==> src/design/ilp_pkg.sv <==
// Shared types, constants and a helper function for the integer literal parser.
package ilp_pkg;

	localparam int VALUE_WIDTH_DEF = 32;
	localparam int OUT_WIDTH = 32;

	// Result status codes.
	localparam logic [1:0] ST_OK       = 2'd0;
	localparam logic [1:0] ST_FORMAT   = 2'd1;
	localparam logic [1:0] ST_NUMBER   = 2'd2;
	localparam logic [1:0] ST_OVERFLOW = 2'd3;

	// Radix codes.
	localparam logic [1:0] RDX_DEC = 2'd0;
	localparam logic [1:0] RDX_HEX = 2'd1;
	localparam logic [1:0] RDX_OCT = 2'd2;
	localparam logic [1:0] RDX_BIN = 2'd3;

	// Position codes.
	localparam logic [1:0] POS_NONE  = 2'd0;
	localparam logic [1:0] POS_SIGN  = 2'd1;
	localparam logic [1:0] POS_ONE   = 2'd2;
	localparam logic [1:0] POS_MORE  = 2'd3;

	// Characters of interest.
	localparam logic [7:0] CH_PLUS  = 8'h2B;
	localparam logic [7:0] CH_MINUS = 8'h2D;
	localparam logic [7:0] CH_UNDER = 8'h5F;
	localparam logic [7:0] CH_ZERO  = 8'h30;
	localparam logic [7:0] CH_NINE  = 8'h39;
	localparam logic [7:0] CH_LA    = 8'h61;
	localparam logic [7:0] CH_LF    = 8'h66;
	localparam logic [7:0] CH_UA    = 8'h41;
	localparam logic [7:0] CH_UF    = 8'h46;
	localparam logic [7:0] CH_X     = 8'h78;
	localparam logic [7:0] CH_O     = 8'h6F;
	localparam logic [7:0] CH_B     = 8'h62;

	typedef struct packed {
		logic [7:0] ch;
		logic       last;
	} chr_t;

	typedef struct packed {
		logic signed [OUT_WIDTH-1:0] value;
		logic [1:0]                  status;
	} res_t;

	typedef struct packed {
		logic [1:0] radix_code;
		logic       negative;
		logic [1:0] position;
		logic       previous_was_digit;
		logic       first_was_zero;
		logic [1:0] error_code;
	} ctl_t;

	localparam ctl_t CTL_RESET = '{
		radix_code: RDX_DEC,
		negative: 1'b0,
		position: POS_NONE,
		previous_was_digit: 1'b0,
		first_was_zero: 1'b0,
		error_code: ST_OK
	};

	// Bit 4 set means the character is no hex digit; bits 3:0 hold the digit value.
	function automatic logic [4:0] digit_of(input logic [7:0] ch);
		logic [4:0] d;
		d = 5'h10;
		if (ch >= CH_ZERO && ch <= CH_NINE) begin
			d = {1'b0, 4'(ch - CH_ZERO)};
		end else if (ch >= CH_LA && ch <= CH_LF) begin
			d = {1'b0, 4'(ch - CH_LA + 8'd10)};
		end else if (ch >= CH_UA && ch <= CH_UF) begin
			d = {1'b0, 4'(ch - CH_UA + 8'd10)};
		end
		return d;
	endfunction

endpackage

==> src/design/ilp_step.sv <==
// Combinational single-character step: next parser state and the result of a final character.
module ilp_step #(
	parameter int VALUE_WIDTH = ilp_pkg::VALUE_WIDTH_DEF
) (
	input  ilp_pkg::ctl_t           ctl,
	input  logic [VALUE_WIDTH-2:0]  acc,
	input  logic [7:0]              ch,
	input  logic                    fin,
	output ilp_pkg::ctl_t           ctl_next,
	output logic [VALUE_WIDTH-2:0]  acc_next,
	output ilp_pkg::res_t           res
);

	localparam int AW = VALUE_WIDTH - 1;
	localparam int PW = AW + 5;
	localparam int EW = (VALUE_WIDTH > ilp_pkg::OUT_WIDTH) ? VALUE_WIDTH : ilp_pkg::OUT_WIDTH;

	logic [4:0]    dig;
	logic          dig_bad;
	logic [PW-1:0] acc_ext;
	logic [PW-1:0] scaled;
	logic [PW-1:0] sum;
	logic          over;
	logic          body0;
	logic          body1;
	logic          is_prefix;
	logic [1:0]    status;
	logic [EW-1:0] mag;
	logic [EW-1:0] signed_val;

	assign dig     = ilp_pkg::digit_of(ch);
	assign acc_ext = PW'(acc);

	always_comb begin
		unique case (ctl.radix_code)
			ilp_pkg::RDX_HEX: begin
				scaled  = acc_ext << 4;
				dig_bad = dig[4];
			end
			ilp_pkg::RDX_OCT: begin
				scaled  = acc_ext << 3;
				dig_bad = dig[4] || dig[3];
			end
			ilp_pkg::RDX_BIN: begin
				scaled  = acc_ext << 1;
				dig_bad = dig[4] || (dig[3:1] != 3'd0);
			end
			default: begin
				scaled  = (acc_ext << 3) + (acc_ext << 1);
				dig_bad = dig[4] || (dig[3:0] > 4'd9);
			end
		endcase
	end

	// The new magnitude overflows when any bit at or above the sign position is set.
	assign sum  = scaled + PW'(dig[3:0]);
	assign over = (sum[PW-1:AW] != '0);

	assign body0     = (ctl.position == ilp_pkg::POS_NONE) || (ctl.position == ilp_pkg::POS_SIGN);
	assign body1     = (ctl.position == ilp_pkg::POS_ONE);
	assign is_prefix = body1 && ctl.first_was_zero && !fin &&
		(ch == ilp_pkg::CH_X || ch == ilp_pkg::CH_O || ch == ilp_pkg::CH_B);

	always_comb begin
		ctl_next = ctl;
		acc_next = acc;
		if (ctl.error_code == ilp_pkg::ST_OK) begin
			if (ctl.position == ilp_pkg::POS_NONE &&
				(ch == ilp_pkg::CH_PLUS || ch == ilp_pkg::CH_MINUS)) begin
				ctl_next.negative = (ch == ilp_pkg::CH_MINUS);
				ctl_next.position = ilp_pkg::POS_SIGN;
			end else begin
				ctl_next.position = body0 ? ilp_pkg::POS_ONE : ilp_pkg::POS_MORE;
				if (is_prefix) begin
					if (ch == ilp_pkg::CH_X) begin
						ctl_next.radix_code = ilp_pkg::RDX_HEX;
					end else if (ch == ilp_pkg::CH_O) begin
						ctl_next.radix_code = ilp_pkg::RDX_OCT;
					end else begin
						ctl_next.radix_code = ilp_pkg::RDX_BIN;
					end
					acc_next = '0;
					ctl_next.previous_was_digit = 1'b0;
				end else begin
					if (body0) begin
						ctl_next.first_was_zero = (ch == ilp_pkg::CH_ZERO);
					end
					if (ch == ilp_pkg::CH_UNDER) begin
						if (!ctl.previous_was_digit) begin
							ctl_next.error_code = ilp_pkg::ST_FORMAT;
						end
						ctl_next.previous_was_digit = 1'b0;
					end else begin
						ctl_next.previous_was_digit = 1'b1;
						if (dig_bad) begin
							ctl_next.error_code = ilp_pkg::ST_NUMBER;
						end else if (over) begin
							ctl_next.error_code = ilp_pkg::ST_OVERFLOW;
						end else begin
							acc_next = sum[AW-1:0];
						end
					end
				end
			end
		end
	end

	always_comb begin
		status = ctl_next.error_code;
		if (status == ilp_pkg::ST_OK) begin
			if (ctl_next.position == ilp_pkg::POS_NONE ||
				ctl_next.position == ilp_pkg::POS_SIGN) begin
				status = ilp_pkg::ST_FORMAT;
			end else if (!ctl_next.previous_was_digit) begin
				status = ilp_pkg::ST_NUMBER;
			end
		end
	end

	assign mag        = EW'(acc_next);
	assign signed_val = ctl_next.negative ? (EW'(0) - mag) : mag;

	assign res.status = status;
	assign res.value  = (status == ilp_pkg::ST_OK) ? signed_val[ilp_pkg::OUT_WIDTH-1:0] : '0;

endmodule

==> src/design/integer_literal_parser.sv <==
// Top level of the integer literal parser: input register, parser state and result register.
// A final character is held in the input register and its result is then registered in the result register.
// Throughput: one character per cycle unless a final character waits; the accumulate step loops on the state.
// A final character waits in the input register only while an earlier result is not taken.
// Reset (arst_n low) empties both registers and returns the parser to the start of a literal.
// After reset chr_ready is high, so the block takes characters straight away.
module integer_literal_parser #(
	parameter int VALUE_WIDTH = ilp_pkg::VALUE_WIDTH_DEF
) (
	input  logic          clk,
	input  logic          arst_n,
	input  logic          chr_valid,
	output logic          chr_ready,
	input  ilp_pkg::chr_t chr_data,
	output logic          res_valid,
	input  logic          res_ready,
	output ilp_pkg::res_t res_data
);

	logic                   valid_s1;
	ilp_pkg::chr_t          data_s1;
	ilp_pkg::ctl_t          ctl_q;
	logic [VALUE_WIDTH-2:0] acc_q;
	logic                   res_valid_q;
	ilp_pkg::res_t          res_data_q;

	ilp_pkg::ctl_t          ctl_next;
	logic [VALUE_WIDTH-2:0] acc_next;
	ilp_pkg::res_t          step_res;
	logic                   advance;

	ilp_step #(
		.VALUE_WIDTH(VALUE_WIDTH)
	) u_step (
		.ctl(ctl_q),
		.acc(acc_q),
		.ch(data_s1.ch),
		.fin(data_s1.last),
		.ctl_next(ctl_next),
		.acc_next(acc_next),
		.res(step_res)
	);

	// A final character may only move on when the result register is free or being emptied.
	assign advance   = valid_s1 && (!data_s1.last || !res_valid_q || res_ready);
	assign chr_ready = !valid_s1 || advance;

	always_ff @(posedge clk or negedge arst_n) begin
		if (!arst_n) begin
			valid_s1 <= 1'b0;
		end else if (chr_ready) begin
			valid_s1 <= chr_valid;
		end
	end

	always_ff @(posedge clk) begin
		if (chr_ready) begin
			data_s1 <= chr_data;
		end
	end

	always_ff @(posedge clk or negedge arst_n) begin
		if (!arst_n) begin
			ctl_q <= ilp_pkg::CTL_RESET;
			acc_q <= '0;
		end else if (advance) begin
			if (data_s1.last) begin
				ctl_q <= ilp_pkg::CTL_RESET;
				acc_q <= '0;
			end else begin
				ctl_q <= ctl_next;
				acc_q <= acc_next;
			end
		end
	end

	always_ff @(posedge clk or negedge arst_n) begin
		if (!arst_n) begin
			res_valid_q <= 1'b0;
		end else if (advance && data_s1.last) begin
			res_valid_q <= 1'b1;
		end else if (res_ready) begin
			res_valid_q <= 1'b0;
		end
	end

	always_ff @(posedge clk) begin
		if (advance && data_s1.last) begin
			res_data_q <= step_res;
		end
	end

	assign res_valid = res_valid_q;
	assign res_data  = res_data_q;

endmodule

==> config.mk <==
export PLATFORM = sky130hd
export DESIGN_NAME = integer_literal_parser
export DESIGN_NICKNAME = d
export VERILOG_FILES = /design/src/design/ilp_pkg.sv /design/src/design/ilp_step.sv /design/src/design/integer_literal_parser.sv
export SDC_FILE = /design/constraint.sdc
export NUM_CORES = 1
export LEC_CHECK = 0
export ABC_CLOCK_PERIOD_IN_PS = 12020
export BUFFER_PORTS_ARGS = -buffer_cell sky130_fd_sc_hd__buf_2
export CAP_MARGIN = 20
export CORE_MARGIN = 2
export CORE_UTILIZATION = 30
export DETAILED_ROUTE_END_ITERATION = 10
export PLACE_DENSITY = 0.44
export SLEW_MARGIN = 25
export SYNTH_ARGS = -nofsm -noshare
export SYNTH_HDL_FRONTEND = slang
export SYNTH_SLANG_ARGS = --single-unit
==> constraint.sdc <==
create_clock -name clk -period 12.02 [get_ports clk]
set_clock_uncertainty 0.2 [all_clocks]
set_input_delay 2.404 -clock clk [delete_from_list [all_inputs] [get_ports clk]]
set_output_delay 2.404 -clock clk [all_outputs]
set_load 0.02 [all_outputs]
==> key figures <==
Layout
  • Final nets: 1140
  • Layout area overhead: 9.77%
  • Final core occ: 33.7%
  • Reg area: 0.00234 sq mm
  • Share of cells above drive strength 1: 11.5%
  • N_diodes: 0
  • Multi-input gate area: 0.00585 sq mm
  • Fillers: 3046

Logic synthesis
  • Top cell type by total area after synthesis: edfxtp_1
  • Mapped cell area: 0.00857 sq mm
  • Mapped Cells: 1078
  • Average size of a mapped cell: 7.95 sq um
  • Synth area leaders: edfxtp_1, dfrtp_1, ha_1
  • Syn. warnings: 0
  • Synth top area share: 15.1%
  • Post-synth EDFFs: 43
  • Main synth FF type: edfxtp_1
  • Async S/R FF share, synth: 49.4%
  • #FFs+latches synth: 85
  • Syn nets: 1130
  • Sequential area share after synthesis: 27.3%
  • Synth unique cells: 87

Worst setup path
  • Largest stage delay on the critical path: 0.89 ns
  • CP Data Arrival Time: 8.30 ns
  • Crit path max fanout: 31
  • R2r worst-path depth: 24
  • Crit path capture type: register
  • Critical path launch point type: register
  • Reg-to-Reg Start: acc_q[2]
  • CP top delay family: simple AND/OR/NAND/NOR gates
  • Crit path to: res_data[24]
  • Worst R2R End: res_data[24]
  • Worst path buffer plus inverter count: 3
  • Worst Setup Path Type: register to register
  • Crit path launch: acc_q[2]
  • Critical path depth: 24
  • WP data required: 12.02 ns
  • Slowest CP cell: a2111oi_1
  • Cell breakdown of the critical path: ha_1 > inv_1 > fa_1 > nand2b_1 > a21oi_2 > nor3b_1 > o31a_1 > a2111oi_1 > nand4_1 > or4_1 > nor4_1 > o21bai_1 > buf_4 > or2_1 > a21o_1 > buf_4 > a22oi_1 > ha_1 > o31a_1 > o211ai_1 > nor3_1 > a21oi_1 > or2_0 > a21oi_1
  • Internal reg-to-reg setup slack: 3.72 ns

Global route
  • First-pass GRT wire length: 46.5 mm
  • GRT overflow: 0
  • Number of global-route vias before repair: 8065
  • Largest net degree at the start of global routing: 66
  • Total GRT Usage: 19.5%
  • Initial antenna violation count: 0

Timing
  • Maximum clock rate: 0.120 GHz
  • Total negative slack: 0 ns
  • Min cycle time layout: 8.30 ns
  • Fin crit share: 69.0%
  • Final setup fails: 0
  • WHS: 0.344 ns
  • Relative slew slack: 33.1%
  • Least-Margin Pin Slew: 1.00 ns
  • RSZ-0062 raised after global routing: no
  • Final Max Tran Viols: 0
  • Final hold vios: 0

Placement
  • Dpl hpwl: 22.6 mm
  • Routability Congestion: 0.876
  • # port buffers: 48

Status
  • Outcome: finished clean

Route
  • First-pass DRT Iterations: 5
  • WL/cell: 20.0 um
  • Vias/cell: 5.68
  • Final WL: 29.4 mm
  • DR DRC count: 0
  • DRC marker count from the first detailed-route iteration: 739
  • Via Count: 8358
  • Routed Antenna Nets: 0

Clocking
  • Hold-fix buffers, CTS: 0
  • Clock buffers created by TritonCTS: 9
  • Clk Latency, worst-skew pair: 0.36 ns
  • PostCTS Resize Cnt: 0
  • Htree depth: 3
  • CTS tree: built
  • CTS root buf: clkbuf_16
  • Clock slew at reported path FFs: 0.07 ns
  • Post-CTS Setup Inserts: 0
  • Clock Path Buffers: 2
  • Num Clock Sinks: 85

Pwr
  • P_leak: 3.45 nW
  • Power Dens Cells: 74.4 mW/mm^2
  • Peak supply drop: 0.0617 mV

Run
  • Max-Cap Viols: 0

Min path
  • Hold crit path type: register to register

Floorplanning
  • Core Rows: 61
  • Die ar.: 0.0299 sq mm
  • Initial Utilization: 30.7%
  • Core ar.: 0.0279 sq mm
  • Die extent in y: 173 um
  • Ports: 49
  • Die width: 173 um
## synth_stat cells, types with 13 or more instances
library cell  count
or3_1            21
inv_1            30
edfxtp_1         43
nor3_1           28
o21ai_0          82
a31oi_1          21
nand2b_1         18
o31ai_1          14
xor2_1           29
nand2_1         116
a21o_1           13
mux2i_1          17
ha_1             37
nand4_1          19
a22o_1           18
nor2_1          120
nand3_1          19
dfrtp_1          42
clkbuf_1         46
xnor2_1          31
a21oi_1          79
## metrics by stage
step	cell area, sq um	total power [mW]	cells	worst slack [ns]
final	9400	0.700	1471	3.72
after global placement	9120	0.434	1454	4.02
after floorplan	8570	0.395	1078	4.48
after detailed placement	9130	0.433	1454	3.83
after global routing	9400	0.726	1471	3.15
after CTS	9400	0.704	1470	3.80
## kinds of logic after synthesis
logic type	Yosys count	synth area share, %
fa+ha+maj	39	5.87
buf+inv	94	4.63
compound gates	340	26.3
simple gates	430	25.3
xor+xnor	60	6.13
flops	85	27.3
mux	30	4.48
## final cells by class
class,count,share of cell area (%)
clock inverter,6,0.479
multi-input combinational,899,62.2
sequential,85,24.9
clock buffer,10,2.43
timing repair buffer,63,3.73
tap,378,5.03
inverter,30,1.20
## placed cells by master, fill, tap and decap left out, drive strengths merged, types with 29 or more instances in the layout
cell / netlist / final
a21oi: 81 / 81
buf: 18 / 62
dfrtp: 42 / 42
edfxtp: 43 / 43
ha: 37 / 37
inv: 30 / 33
nand2: 117 / 117
nor2: 120 / 120
o21ai: 86 / 86
xnor2: 31 / 31
xor2: 29 / 29
## state kept, by name (all words and copies together), names as in the netlist
signal	count
res_data	34
acc_q	31
ctl_q	9
data_s1	9
res_valid	1
valid_s1	1
## worst min path at each step
| stage | startpoint | endpoint | cells after the start |
|---|---|---|---|
| 6_report | ctl_q[4] | ctl_q[4] | 1 |
| 5_1_grt | ctl_q[4] | ctl_q[4] | 1 |
| 4_1_cts | ctl_q[4] | ctl_q[4] | 1 |
| 3_5_place_dp | ctl_q[4] | ctl_q[4] | 1 |
| 3_3_place_gp | ctl_q[6] | ctl_q[6] | 2 |
| 2_1_floorplan | ctl_q[6] | ctl_q[6] | 2 |
## where the power goes
part	internal (mW)	switching, mW
sequential	0.320	0.0129
combinational	0.0265	0.0675
clock	0.142	0.131
total	0.489	0.211
## routing by layer
layer / GRT usage, % / vias to the layer above / share of wire (%) / routed length (um)
met1: 26.1 / 4087 / 46 / 13600
met4: 3.99 / 0 / 1.5 / 429
met3: 2.57 / 32 / 4.1 / 1200
li1: - / 4061 / - / -
met5: 0 / - / 0 / 0
met2: 33.6 / 178 / 48 / 14200
No activity file was read; power rests on OpenSTA's default activity.
